$ cat config.mk
export PLATFORM = sky130hd
export DESIGN_NAME = ipv4_destination_classifier_unit
export DESIGN_NICKNAME = d
export VERILOG_FILES = /design/src/design/idc_pkg.sv /design/src/design/idc_front.sv /design/src/design/idc_queue.sv /design/src/design/idc_back.sv /design/src/design/ipv4_destination_classifier_unit.sv
export SDC_FILE = /design/constraint.sdc
export NUM_CORES = 1
export LEC_CHECK = 0
export BUFFER_PORTS_ARGS = -buffer_cell sky130_fd_sc_hd__buf_2
export CAP_MARGIN = 20
export CELL_PAD_IN_SITES_DETAIL_PLACEMENT = 0
export CELL_PAD_IN_SITES_GLOBAL_PLACEMENT = 1
export CORE_AREA = 2 2 311 313
export DETAILED_ROUTE_END_ITERATION = 7
export DIE_AREA = 0 0 313 315
export PLACE_DENSITY_LB_ADDON = 0.25
export SYNTH_ARGS = -nofsm -noshare
export SYNTH_HDL_FRONTEND = slang
export SYNTH_SLANG_ARGS = --single-unit
$ cat constraint.sdc
create_clock -name clk -period 6.3 [get_ports clk]
set_input_delay 0.63 -clock clk [delete_from_list [all_inputs] [get_ports clk]]
set_output_delay 0.63 -clock clk [all_outputs]
set_load 0.02 [all_outputs]
$ cat src/design/idc_pkg.sv
`default_nettype none
package idc_pkg;

  localparam int LIST_SLOTS_DEF = 16;
  localparam int QUEUE_DEPTH    = 2;

  localparam logic [3:0]  IPV4_VERSION   = 4'd4;
  localparam logic [7:0]  LOOPBACK_OCTET = 8'h7F;
  localparam logic [15:0] PRIVATE_PREFIX = 16'hC0A8;
  localparam logic [31:0] LIMITED_BCAST  = 32'hFFFF_FFFF;
  localparam logic [7:0]  BCAST_OCTET    = 8'hFF;

  localparam logic [1:0] VERDICT_ACCEPT     = 2'd0;
  localparam logic [1:0] VERDICT_WAIT_GW    = 2'd1;
  localparam logic [1:0] VERDICT_WAIT_ROUTE = 2'd2;

  localparam logic [2:0] WHY_NOT_V4    = 3'd0;
  localparam logic [2:0] WHY_LOOPBACK  = 3'd1;
  localparam logic [2:0] WHY_WHITELIST = 3'd2;
  localparam logic [2:0] WHY_GATEWAY   = 3'd3;
  localparam logic [2:0] WHY_BROADCAST = 3'd4;
  localparam logic [2:0] WHY_ROUTE     = 3'd5;
  localparam logic [2:0] WHY_OTHER     = 3'd6;

  localparam logic CMD_CLASSIFY = 1'b0;
  localparam logic CMD_WRITE    = 1'b1;

  typedef struct packed {
    logic        cmd;
    logic [3:0]  ip_version;
    logic [31:0] dest_addr;
    logic        route_valid;
    logic        gateway_reachable;
    logic [3:0]  slot_index;
    logic [31:0] slot_addr;
    logic [31:0] slot_mask;
    logic        slot_valid;
  } in_t;

  typedef struct packed {
    logic [1:0] verdict;
    logic [2:0] reason;
    logic       refresh_route;
  } out_t;

  // decoded word handed from front to back
  typedef struct packed {
    logic        is_write;
    logic        early;      // alt result wins over a whitelist hit
    out_t        alt;        // result when the whitelist does not decide
    logic [31:0] dest_addr;
    logic [3:0]  slot_index;
    logic [31:0] slot_addr;
    logic [31:0] slot_mask;
    logic        slot_valid;
  } dec_t;

endpackage
`default_nettype wire

$ cat src/design/idc_front.sv
`default_nettype none
module idc_front (
  input  wire logic          clk,
  input  wire logic          rst_n,
  input  wire logic          start,
  output logic               busy,
  input  wire idc_pkg::in_t  in_data,
  output logic               dec_valid,
  output idc_pkg::dec_t      dec_data,
  input  wire logic          dec_ready
);
  import idc_pkg::*;

  logic dec_valid_r, dec_valid_nxt;
  dec_t dec_r, dec_nxt;
  logic take;

  logic not_v4, loopback, gw_class, bcast;

  assign busy = dec_valid_r && !dec_ready;
  assign take = start && !busy;

  always_comb begin
    not_v4   = in_data.ip_version != IPV4_VERSION;
    loopback = in_data.dest_addr[31:24] == LOOPBACK_OCTET;
    gw_class = (in_data.dest_addr[31:16] != PRIVATE_PREFIX) &&
               (in_data.dest_addr != LIMITED_BCAST);
    bcast    = in_data.dest_addr[7:0] == BCAST_OCTET;

    dec_nxt.is_write   = in_data.cmd == CMD_WRITE;
    dec_nxt.dest_addr  = in_data.dest_addr;
    dec_nxt.slot_index = in_data.slot_index;
    dec_nxt.slot_addr  = in_data.slot_addr;
    dec_nxt.slot_mask  = in_data.slot_mask;
    dec_nxt.slot_valid = in_data.slot_valid;
    dec_nxt.early      = 1'b1;
    dec_nxt.alt        = '{VERDICT_ACCEPT, WHY_OTHER, 1'b0};
    priority if (in_data.cmd == CMD_WRITE) begin
      dec_nxt.alt = '{VERDICT_ACCEPT, WHY_OTHER, 1'b0};
    end else if (not_v4) begin
      dec_nxt.alt = '{VERDICT_ACCEPT, WHY_NOT_V4, 1'b0};
    end else if (loopback) begin
      dec_nxt.alt = '{VERDICT_ACCEPT, WHY_LOOPBACK, 1'b0};
    end else begin
      dec_nxt.early = 1'b0;
      priority if (gw_class) begin
        dec_nxt.alt = '{(in_data.gateway_reachable ? VERDICT_ACCEPT : VERDICT_WAIT_GW),
                        WHY_GATEWAY, 1'b0};
      end else if (bcast) begin
        dec_nxt.alt = '{VERDICT_ACCEPT, WHY_BROADCAST, 1'b0};
      end else if (in_data.route_valid) begin
        dec_nxt.alt = '{VERDICT_ACCEPT, WHY_ROUTE, 1'b1};
      end else begin
        dec_nxt.alt = '{VERDICT_WAIT_ROUTE, WHY_OTHER, 1'b0};
      end
    end
  end

  assign dec_valid_nxt = take || busy;

  always_ff @(posedge clk) begin
    if (!rst_n) begin
      dec_valid_r <= 1'b0;
    end else begin
      dec_valid_r <= dec_valid_nxt;
    end
    if (take) begin
      dec_r <= dec_nxt;
    end
  end

  assign dec_valid = dec_valid_r;
  assign dec_data  = dec_r;

endmodule
`default_nettype wire

$ cat src/design/idc_queue.sv
`default_nettype none
module idc_queue (
  input  wire logic           clk,
  input  wire logic           rst_n,
  input  wire logic           push_valid,
  output logic                push_ready,
  input  wire idc_pkg::dec_t  push_data,
  output logic                pop_valid,
  input  wire logic           pop_ready,
  output idc_pkg::dec_t       pop_data
);
  import idc_pkg::*;

  localparam int PTR_W = (QUEUE_DEPTH > 1) ? $clog2(QUEUE_DEPTH) : 1;
  localparam int CNT_W = $clog2(QUEUE_DEPTH + 1);
  localparam logic [PTR_W-1:0] LAST = PTR_W'(QUEUE_DEPTH - 1);

  dec_t             slot_r [QUEUE_DEPTH];
  logic [PTR_W-1:0] wr_ptr_r, wr_ptr_nxt, rd_ptr_r, rd_ptr_nxt;
  logic [CNT_W-1:0] count_r, count_nxt;
  logic             do_push, do_pop;

  assign pop_valid  = count_r != '0;
  assign do_pop     = pop_valid && pop_ready;
  assign push_ready = (count_r != CNT_W'(QUEUE_DEPTH)) || do_pop;
  assign do_push    = push_valid && push_ready;
  assign pop_data   = slot_r[rd_ptr_r];

  always_comb begin
    wr_ptr_nxt = wr_ptr_r;
    rd_ptr_nxt = rd_ptr_r;
    count_nxt  = count_r;
    if (do_push) begin
      wr_ptr_nxt = (wr_ptr_r == LAST) ? '0 : wr_ptr_r + 1'b1;
    end
    if (do_pop) begin
      rd_ptr_nxt = (rd_ptr_r == LAST) ? '0 : rd_ptr_r + 1'b1;
    end
    unique case ({do_push, do_pop})
      2'b10:   count_nxt = count_r + 1'b1;
      2'b01:   count_nxt = count_r - 1'b1;
      default: count_nxt = count_r;
    endcase
  end

  always_ff @(posedge clk) begin
    if (!rst_n) begin
      wr_ptr_r <= '0;
      rd_ptr_r <= '0;
      count_r  <= '0;
    end else begin
      wr_ptr_r <= wr_ptr_nxt;
      rd_ptr_r <= rd_ptr_nxt;
      count_r  <= count_nxt;
    end
    if (do_push) begin
      slot_r[wr_ptr_r] <= push_data;
    end
  end

endmodule
`default_nettype wire

$ cat src/design/idc_back.sv
`default_nettype none
module idc_back #(
  parameter int LIST_SLOTS = idc_pkg::LIST_SLOTS_DEF
) (
  input  wire logic           clk,
  input  wire logic           rst_n,
  input  wire logic           dec_valid,
  output logic                dec_ready,
  input  wire idc_pkg::dec_t  dec_data,
  output logic                out_valid,
  output idc_pkg::out_t       out_data
);
  import idc_pkg::*;

  logic [31:0]           list_addr_r [LIST_SLOTS];
  logic [31:0]           list_mask_r [LIST_SLOTS];
  logic [LIST_SLOTS-1:0] list_valid_r, list_valid_nxt;
  logic [LIST_SLOTS-1:0] slot_we, slot_hit;
  logic                  hit;
  logic                  out_valid_r;
  out_t                  out_r, out_nxt;

  // back end never stalls: results leave on a strobe
  assign dec_ready = 1'b1;

  always_comb begin
    for (int i = 0; i < LIST_SLOTS; i++) begin
      slot_we[i]  = dec_valid && dec_data.is_write &&
                    ({28'd0, dec_data.slot_index} == 32'(i));
      slot_hit[i] = list_valid_r[i] &&
                    ((dec_data.dest_addr & list_mask_r[i]) ==
                     (list_addr_r[i] & list_mask_r[i]));
    end
    hit = |slot_hit;
    list_valid_nxt = list_valid_r;
    for (int i = 0; i < LIST_SLOTS; i++) begin
      if (slot_we[i]) begin
        list_valid_nxt[i] = dec_data.slot_valid;
      end
    end
  end

  always_comb begin
    priority if (dec_data.early || !hit) begin
      out_nxt = dec_data.alt;
    end else begin
      out_nxt = '{VERDICT_ACCEPT, WHY_WHITELIST, 1'b0};
    end
  end

  always_ff @(posedge clk) begin
    if (!rst_n) begin
      list_valid_r <= '0;
      out_valid_r  <= 1'b0;
    end else begin
      list_valid_r <= list_valid_nxt;
      out_valid_r  <= dec_valid;
    end
    for (int i = 0; i < LIST_SLOTS; i++) begin
      if (slot_we[i]) begin
        list_addr_r[i] <= dec_data.slot_addr;
        list_mask_r[i] <= dec_data.slot_mask;
      end
    end
    if (dec_valid) begin
      out_r <= out_nxt;
    end
  end

  assign out_valid = out_valid_r;
  assign out_data  = out_r;

endmodule
`default_nettype wire

$ cat src/design/ipv4_destination_classifier_unit.sv
`default_nettype none
// an accepted word passes the front register, the queue and the result register before its out_valid strobe
// throughput: one word per cycle; the front register, the queue and the result
// register each move one word a cycle, and the whitelist compare is one parallel pass
// reset: synchronous active-low rst_n empties the queue and clears every whitelist slot
// the receiver cannot stall, so busy stays low and results leave on a one-cycle strobe
module ipv4_destination_classifier_unit #(
  parameter int LIST_SLOTS = idc_pkg::LIST_SLOTS_DEF
) (
  input  wire logic          clk,
  input  wire logic          rst_n,
  input  wire logic          start,
  output logic               busy,
  input  wire idc_pkg::in_t  in_data,
  output logic               out_valid,
  output idc_pkg::out_t      out_data
);
  import idc_pkg::*;

  // front to queue
  logic front_valid, front_ready;
  dec_t front_data;

  // queue to back
  logic back_valid, back_ready;
  dec_t back_data;

  // front end: decodes the command and settles every check except the whitelist
  idc_front u_front (
    .clk       (clk),
    .rst_n     (rst_n),
    .start     (start),
    .busy      (busy),
    .in_data   (in_data),
    .dec_valid (front_valid),
    .dec_data  (front_data),
    .dec_ready (front_ready)
  );

  // short queue decouples decode from the whitelist stage
  idc_queue u_queue (
    .clk        (clk),
    .rst_n      (rst_n),
    .push_valid (front_valid),
    .push_ready (front_ready),
    .push_data  (front_data),
    .pop_valid  (back_valid),
    .pop_ready  (back_ready),
    .pop_data   (back_data)
  );

  // back end: owns the whitelist, applies writes in order, picks the final result
  idc_back #(
    .LIST_SLOTS (LIST_SLOTS)
  ) u_back (
    .clk       (clk),
    .rst_n     (rst_n),
    .dec_valid (back_valid),
    .dec_ready (back_ready),
    .dec_data  (back_data),
    .out_valid (out_valid),
    .out_data  (out_data)
  );

endmodule
`default_nettype wire

# ---- Word level (Yosys, flattened, before mapping)
# Memory sizes are Yosys's and may differ from the RTL's. A register that Yosys moved wholly into a read port is not among the register bits.
# Cells that the tools add are included.
dict set report word_totals {
  ramBits 1242
  input_bits 111
  elab_cells 329
  out_inout_bits 8
  n_memories 3
  regBits 137
}
# name words word_bits read_ports rd_clocked_by_memory_dff write_ports line_no
set mem_list {}
lappend mem_list {u_back.list_addr_r 16 32 16 0 1 idc_back.sv:15} ;# logic [31:0] list_addr_r [LIST_SLOTS];
lappend mem_list {u_back.list_mask_r 16 32 16 0 1 idc_back.sv:16} ;# logic [31:0] list_mask_r [LIST_SLOTS];
lappend mem_list {u_queue.slot_r 2 109 1 1 1 idc_queue.sv:18} ;# dec_t slot_r [QUEUE_DEPTH];
dict set report classes {
  bitwise_logic 32
  reduce_logical 80
  n_eq_ne 39
  addsub 4
  n_mux 136
}
# cell count
set op_table {}
lappend op_table {{$and A32 B32 Y32} 32}
lappend op_table {{$mux W32} 30}
lappend op_table {{$reduce_or A32 Y1} 30}
lappend op_table {{$eq A32 B32 Y1} 16}
lappend op_table {{$mux W4} 32}
lappend op_table {{$mux W1} 70}
lappend op_table {{$logic_and A1 B1 Y1} 37}
lappend op_table {{$eq A4 B4 Y1 const B} 8}
lappend op_table {{$ne A32 B32 Y1 const B} 1}
lappend op_table {{$mux W6} 3}
lappend op_table {{$eq A4 B3 Y1 const B} 4}
lappend op_table {{$ne A16 B16 Y1 const B} 1}
lappend op_table {{$reduce_or A16 Y1} 1}
lappend op_table {{$eq A4 B2 Y1 const B} 2}
lappend op_table {{$eq A8 B7 Y1 const B} 1}
lappend op_table {{$eq A8 B8 Y1 const B} 1}
lappend op_table {{$reduce_or A5 Y1} 1}
lappend op_table {{$eq A4 B1 Y1 const B} 1}
lappend op_table {{$logic_not A4 Y1} 1}
lappend op_table {{$ne A4 B3 Y1 const B} 1}
lappend op_table {{$pmux W2 S2} 1}
lappend op_table {{$reduce_bool A2 Y1} 2}
lappend op_table {{$logic_not A1 Y1} 3}
lappend op_table {{$logic_or A1 B1 Y1} 3}
lappend op_table {{8 further kinds} 9}

# ---- Longest topological paths before layout
# Gate-level depths: netlist of the first run.
dict set report depth {
  ltp_word 21
  depth_mapped 12
  mapped_depth_nobuf 9
}

# ---- Hierarchy
# Synthesis of the first run repeated with hierarchy kept, for this count alone.
dict set report hier_totals {
  cells_unflattened 2554
  hier_area_um2 50851.3
}
# module seq_area_each_um2 area_each_um2 cells_each n_inst
set modules_own_cells {}
lappend modules_own_cells {idc_back 31270.0 39212.6 2045 1}
lappend modules_own_cells {idc_queue 6646.4 8081.5 363 1}
lappend modules_own_cells {idc_front 3293.2 3557.2 146 1}

# ---- Least setup slack after synthesis of the first run
# Ideal clock, no wire load.
dict set report synth_path {
  path_type {reg2reg}
  startpoint {register u_front.dec_valid_r (netlist: u_front.dec_valid)}
  endpoint {memory u_queue.slot_r[0][0] in the netlist's numbering, enable pin}
  n_path_buf 0
  stages_incl_launch_ff 3
  t_required_ps 5719
  slack_ps 744
  arrival_ps 4975
  synth_period_minus_slack_ps 5556
  setup_time_ps 581
  path_cell_list {dfxtp_1 inv_1 nor2_1}
}
dict set report synth_between {
  elab_chain_cells 3
}
# item line_no
set synth_rtl {}
lappend synth_rtl {{start: declaration} idc_front.sv:14} ;# logic dec_valid_r, dec_valid_nxt;
lappend synth_rtl {{start signal: assignment} idc_front.sv:65} ;# dec_valid_r <= dec_valid_nxt;
lappend synth_rtl {{$logic_and A1 B1 Y1} idc_queue.sv:26} ;# assign do_push = push_valid && push_ready;
lappend synth_rtl {{$mux W1} idc_queue.sv:56} ;# if (do_push) begin
lappend synth_rtl {{$mux W1 (implied by the code)} idc_queue.sv:57} ;# slot_r[wr_ptr_r] <= push_data;
lappend synth_rtl {{end: declaration} idc_queue.sv:18}
# Every way passes these cells.

==> flow_metrics.tcl, run 1 <==
set metrics [dict create \
    path_delay_family "multiplexers" \
    synthMuxAreaShare_pct 3.08 \
    antenna_found_initial 20 \
    syn-num-nets 2644 \
    post-place-ws_ps 1360 \
    post_cts_buffers 0 \
    cts_buffers 135 \
    fmax_mhz 199 \
    yosysTopAreaCellShare_pct 80.0 \
    root_buffer "clkbuf_16" \
    path_class "reg2reg" \
    overflow 0 \
    ant_nets 0 \
    dieArea_sq_um 98600 \
    synth_flop_cell "edfxtp_1" \
    sw_frac_of_total_pct 29.7 \
    cp_cell_sequence "buf_4 -> mux2i_4 -> buf_4 -> xnor2_1 -> a22o_1 -> a221oi_1 -> nand4_1 -> o32ai_1 -> nor4_1 -> a31o_2 -> nand2_1" \
    syn_area_per_cell_sq_um 20.1 \
    seqPwrFrac_pct 46.7 \
    ctsHoldBuffers 0 \
    drc 0 \
    synthArstFlopShare_pct 0 \
    syn2layout_area_growth_pct 13.5 \
    viasPerCell 6.17 \
    firstDrtPassIters 6 \
    cts_sinks 1380 \
    die_w_microns 313 \
    yosysSeqAreaShare_pct 80.9 \
    synth_cells 2532 \
    ys_ff_latch 1380 \
    clk_pin_slew_worst_paths_ps 60 \
    power.internal_uw 16900 \
    fin_ws_ps 1280 \
    start_util_pct 53.2 \
    core-area_sq_um 95700 \
    cp_slowest_cell "mux2i_4" \
    synth_edf_count 1357 \
    rsz0062_at_grt "false" \
    startpoint_type "register" \
    path_max_fanout 29 \
    post-route-min-period_ps 5020 \
    skew_ps 26.8 \
    synth-simple-area-share_pct 2.25 \
    place_area_sq_um 53500 \
    place_congestion 0.888 \
    wl_per_cell_microns 34.4 \
    syn_area_sq_um 51000 \
    rows 114 \
    cp_common_cell "buf_4" \
    cts_tree "done" \
    drt-initial-drc-count 3739 \
    synth_xor_area_share_pct 8.85 \
    grt_pass1_vias 25324 \
    io_buffers 117 \
    synth_adder_area_share_pct 0.0246 \
    holdCritPathClass "in2reg" \
    final_max_slew_viol_count 0 \
    tightest_slew_ps 1250 \
    fin_nets 2923 \
    holdWs_ps 56.0 \
    finalSetupViolations 0 \
    drive_gt1_share_pct 17.2 \
    slowest_delay_ps 1050 \
    synth_top_family_by_area "XOR/XNOR gates" \
    grt_pass1_wl_microns 198000 \
    required_ps 6780 \
    io_pins 119 \
    setup_tns_ps 0 \
    grt_start_max_net_pins 85 \
    clk_path_buf_depth 3 \
    synthTopCellsByArea "edfxtp_1 (80%), xnor2_1 (8.9%), a22oi_1 (2.4%)" \
    ir_drop_v 0.000293 \
    cp-end-kind "register" \
    maxCapViolations 0 \
    dieHeight_microns 315 \
    synth_compound_area_share_pct 4.09 \
    p_comb_share_pct 20.3 \
    h-tree-depth 4 \
    nFillCells 6758 \
    yosys.area.top_type "edfxtp_1" \
    power_leakage_uw 0.0179 \
    clockPowerShare_pct 33.0 \
    power_density_nw_per_um2 415 \
    clkLatencyLatePin_ps 760 \
    final_cell_mix "edfxtp_1 (1357), xnor2_1 (515), a22oi_1 (166)" \
    power.switching_uw 7120 \
    fin_crit_sh_pct 79.7 \
    final_area_sq_um 57800 \
    place_hpwl_microns 88900 \
    critical_path_arrival_ps 5500 \
    final_common_cell "edfxtp_1" \
    yosysUniqueCellTypes 44 \
    grtUsageTotal_pct 29.5 \
    status "completed" \
    drt-total-wl_microns 144000 \
    hold_viol_final 0 \
    yosysWarnings 0 \
    cts_resized 0 \
    cp.buffers_inverters 2 \
    slew_headroom_pct 16.3 \
    vias 25893 \
]
==> sequential cells by signal (all words and copies together) (netlist names), named ones only <==
name / count
u_queue.slot_r: 218
u_back.out_data: 6
u_back.list_valid_r: 16
u_front.dec_data: 109
u_queue.count_r: 2
u_queue.wr_ptr_r: 1
u_back.list_addr_r: 512
u_back.list_mask_r: 512
u_queue.rd_ptr_r: 1
u_front.dec_valid: 1
u_back.out_valid: 1
==> metal layers <==
layer / vias up / global-route usage [%] / routed length (microns) / part of all wire, %
li1: 10549 / - / - / -
met3: 272 / 5.45 / 14500 / 10
met5: - / 0 / 16 / 0.011
met2: 1612 / 47.0 / 68200 / 47
met1: 13458 / 40.5 / 55000 / 38
met4: 2 / 12.4 / 6610 / 4.6
==> Yosys cell counts, types with 2 or more instances <==
master,count
buf_6,11
nor2_1,39
nand4_1,66
and2_1,9
a22oi_1,166
mux2i_1,5
o32ai_1,3
o21ai_0,3
buf_4,21
xnor2_1,515
nand2_1,31
o32a_1,2
nand3_1,3
a21oi_1,2
a31oi_1,3
a221oi_1,24
buf_12,2
mux2i_4,32
nor2b_1,5
a22o_1,30
mux2_2,71
nand2b_1,2
nor4_1,15
a222oi_1,14
buf_2,3
or3_1,6
nor3_1,19
clkbuf_1,11
edfxtp_1,1357
inv_1,6
dfxtp_1,23
nor3b_1,14
nand3b_1,3
a221oi_2,6
==> worst paths after layout <==
check                           to  depth (start not counted)  slack, ps                  from
max reg2reg     u_back.out_data[2]                         11       1280              register
min           u_front.dec_data[58]                          1         60           in_data[58]
min reg2reg  u_queue.slot_r[1][97]                          0        440  u_front.dec_data[97]
max             u_back.out_data[2]                         11       1280              register
==> power by group through the flow <==
| stage | Combinational [uW] | Sequential (uW) | Clock, uW |
|---|---|---|---|
| 3_5_place_dp | 4820 | 11400 | 0 |
| 2_1_floorplan | 2630 | 11300 | 0 |
| 3_3_place_gp | 4760 | 11400 | 0 |
| 6_report | 4870 | 11200 | 7900 |
| 4_1_cts | 4840 | 11200 | 7940 |
| 5_1_grt | 4980 | 11200 | 8290 |
==> layout make-up <==
cell class,instances,area [sq um],area share (%)
clock buffers,176,3640,6.29
inverters,6,22.5,0.0389
diodes,2,5.00,0.00865
clock inverters,68,648,1.12
multi-input cells,1096,9460,16.4
repair buffers,192,1250,2.17
well taps,1276,1600,2.76
flip-flops and latches,1380,41200,71.3
==> through the flow <==
| stage | utilization (%) | std cells | power, uW |
|---|---|---|---|
| final | 60.4 | 4196 | 24000 |
| after global routing | 60.4 | 4194 | 24500 |
| after CTS | 60.4 | 4193 | 24000 |
| after detailed placement | 55.9 | 3949 | 16200 |
| after global placement | 55.8 | 3946 | 16100 |
| after floorplan | - | 2532 | 13900 |
==> kinds of logic (layout without fill, tap and decap cells) <==
| kind of cell | Yosys count | after routing |
|---|---|---|
| AOI/OAI and AO/OA | 259 | 259 |
| xor gates and xnor gates | 515 | 515 |
| adders and majority gates | 1 | 1 |
| buffers and inverters | 56 | 442 |
| DFF | 1380 | 1380 |
| muxes | 108 | 108 |
| other | 1 | 3 |
| and+or+nand+nor | 212 | 212 |
No activity file was read; power rests on OpenSTA's default activity.
==> inputs of run 2 (changes only) <==
--- a/config.mk
+++ b/config.mk
@@ -9,9 +9,9 @@
 export CAP_MARGIN = 20
 export CELL_PAD_IN_SITES_DETAIL_PLACEMENT = 0
 export CELL_PAD_IN_SITES_GLOBAL_PLACEMENT = 1
-export CORE_AREA = 2 2 311 313
+export CORE_AREA = 2 2 326 328
 export DETAILED_ROUTE_END_ITERATION = 7
-export DIE_AREA = 0 0 313 315
+export DIE_AREA = 0 0 328 330
 export PLACE_DENSITY_LB_ADDON = 0.25
 export SYNTH_ARGS = -nofsm -noshare
 export SYNTH_HDL_FRONTEND = slang
==> constraint.sdc (replaced) <==
create_clock -name clk -period 4.58 [get_ports clk]
set_input_delay 0.458 -clock clk [delete_from_list [all_inputs] [get_ports clk]]
set_output_delay 0.458 -clock clk [all_outputs]
set_load 0.02 [all_outputs]
==> flow_metrics.tcl, run 2 (same netlist as run 1, synthesis figures left out) <==
set metrics [dict create \
    status "completed" \
    final_cell_mix "edfxtp_1 (1357), xnor2_1 (515), a22oi_1 (166)" \
    final_area_sq_um 59800 \
    drc 0 \
    place_area_sq_um 54500 \
    place_hpwl_microns 93500 \
    startpoint_type "register" \
    cts_sinks 1380 \
    final_common_cell "edfxtp_1" \
    ir_drop_v 0.000426 \
    grtUsageTotal_pct 28.0 \
    cp_common_cell "nor4_1" \
    wl_per_cell_microns 33.5 \
    ant_nets 0 \
    io_buffers 117 \
    start_util_pct 48.7 \
    viasPerCell 5.97 \
    path_delay_family "simple AND/OR/NAND/NOR gates" \
    antenna_found_initial 17 \
    place_congestion 0.928 \
    grt_pass1_wl_microns 205000 \
    maxCapViolations 0 \
    nFillCells 7634 \
    worstHoldPathCells 2 \
    drive_gt1_share_pct 18.4 \
    holdCritPathClass "in2reg" \
    utilization_pct 57.2 \
    multi_input_area_sq_um 9470 \
    final_max_slew_viol_count 0 \
    die_w_microns 328 \
    io_pins 119 \
    cp_slowest_cell "dfxtp_4" \
    holdWs_ps 35.8 \
    grt_start_max_net_pins 66 \
    vias 26794 \
    root_buffer "clkbuf_16" \
    path_max_fanout 15 \
    fmax_mhz 221 \
    rows 119 \
    crit_end "u_back.out_data[5]" \
    fin_nets 3105 \
    slew_headroom_pct 28.4 \
    grt_pass1_vias 26051 \
    min_from "in_data[70]" \
    clk_path_buf_depth 3 \
    required_ps 5080 \
    tightest_slew_ps 1050 \
    slowest_delay_ps 620 \
    dieArea_sq_um 108000 \
    dieHeight_microns 330 \
    fin_crit_sh_pct 98.9 \
    critical_path_arrival_ps 5020 \
    fin_ws_ps 52.4 \
    cp_cell_sequence "buf_12 -> mux2i_4 -> buf_4 -> xnor2_1 -> a22o_1 -> a221oi_2 -> nand4_1 -> nor4_1 -> nor4_1 -> a31o_2 -> and2_1" \
    r2r_cells 11 \
    cp.buffers_inverters 2 \
    regArea_sq_um 41200 \
    h-tree-depth 4 \
    rr_endpoint "u_back.out_data[5]" \
    power_leakage_uw 0.0188 \
    cts_buffers 139 \
    top_regs "u_back.list_addr_r (512), u_back.list_mask_r (512), u_queue.slot_r (218)" \
    overflow 0 \
    path_class "reg2reg" \
    skew_ps 23.0 \
    firstDrtPassIters 5 \
    drt-total-wl_microns 150000 \
    syn2layout_area_growth_pct 17.4 \
    rrSetupSlack_ps 50 \
    power_density_nw_per_um2 555 \
    post-route-min-period_ps 4530 \
    cp.depth 11 \
    rsz0062_at_grt "false" \
    core-area_sq_um 105000 \
    drt-initial-drc-count 3805 \
    hold_viol_final 0 \
    finalSetupViolations 0 \
    clkLatencyLatePin_ps 750 \
    cp-end-kind "register" \
    post-place-ws_ps -347 \
    clk_pin_slew_worst_paths_ps 60 \
    cts_tree "done" \
]
run 2: changes by cell type in the layout (fill, tap and decap cells not counted), sizes merged:
cell         previous run  this run
clkinvlp                2         0
bufinv                  8         4
clkbuf                176       179
buf                   192       267
clkinv                 49        52
dlygate4sd3             0       103
diode                   2         3
inv                    15        14
run 2: stage by stage:
step,TNS (ps),power (uW),instances
2_1_floorplan,-85540,19200,2532
4_1_cts,0,33200,4482
6_report,0,33200,4489
5_1_grt,0,34000,4486
3_5_place_dp,-1860,22700,4136
3_3_place_gp,-1990,22600,4136
run 2: per-layer routing:
layer | routed length, microns | part of all wire (%) | global-route usage (%)
met3 | 14700 | 9.8 | 5.04
met5 | 28 | 0.019 | 0
met4 | 6530 | 4.3 | 11.6
met1 | 56900 | 38 | 37.7
met2 | 72000 | 48 | 45.3
run 2: worst register-to-register path, cell delays in order, from the launching register on:
cell and delay, ps:
dfxtp_4 620, buf_12 250, mux2i_4 280, buf_4 430, xnor2_1 120, a22o_1 290
a221oi_2 520, nand4_1 530, nor4_1 540, nor4_1 150, a31o_2 380, and2_1 180
run 2: cell type report:
cell class	count	share of cell area, %
antenna	3	0.0125
clock buffer	179	6.31
clock inverter	64	0.711
inverter	6	0.0376
multi-input combinational	1096	15.8
sequential	1380	68.9
tap	1391	2.91
timing repair buffer	370	5.32
run 2: where the power goes:
group          leakage (uW)  switching, uW  total (uW)  internal (uW)
combinational       0.00418           4960        7220           2260
clock               0.00206           4620       10600           6030
sequential           0.0125            219       15400          15100
total                0.0188           9790       33200          23400
run 2: worst min path at each step:
| stage | end | slack [ps] |
|---|---|---|
| after CTS | u_front.dec_data[106] | 4 |
| after floorplan | u_queue.slot_r[0][0] | 420 |
| final | u_front.dec_data[106] | 40 |
| after global placement | u_queue.slot_r[0][77] | 420 |
| after global routing | u_front.dec_data[106] | 50 |
| after detailed placement | u_queue.slot_r[0][99] | 430 |
run 2: repair_timing:
item                       CTS  global route
resized for setup            1             1
buffers inserted             0             4
setup endpoints to repair    6             5
hold endpoints to repair   103             0
hold buffers               103             0
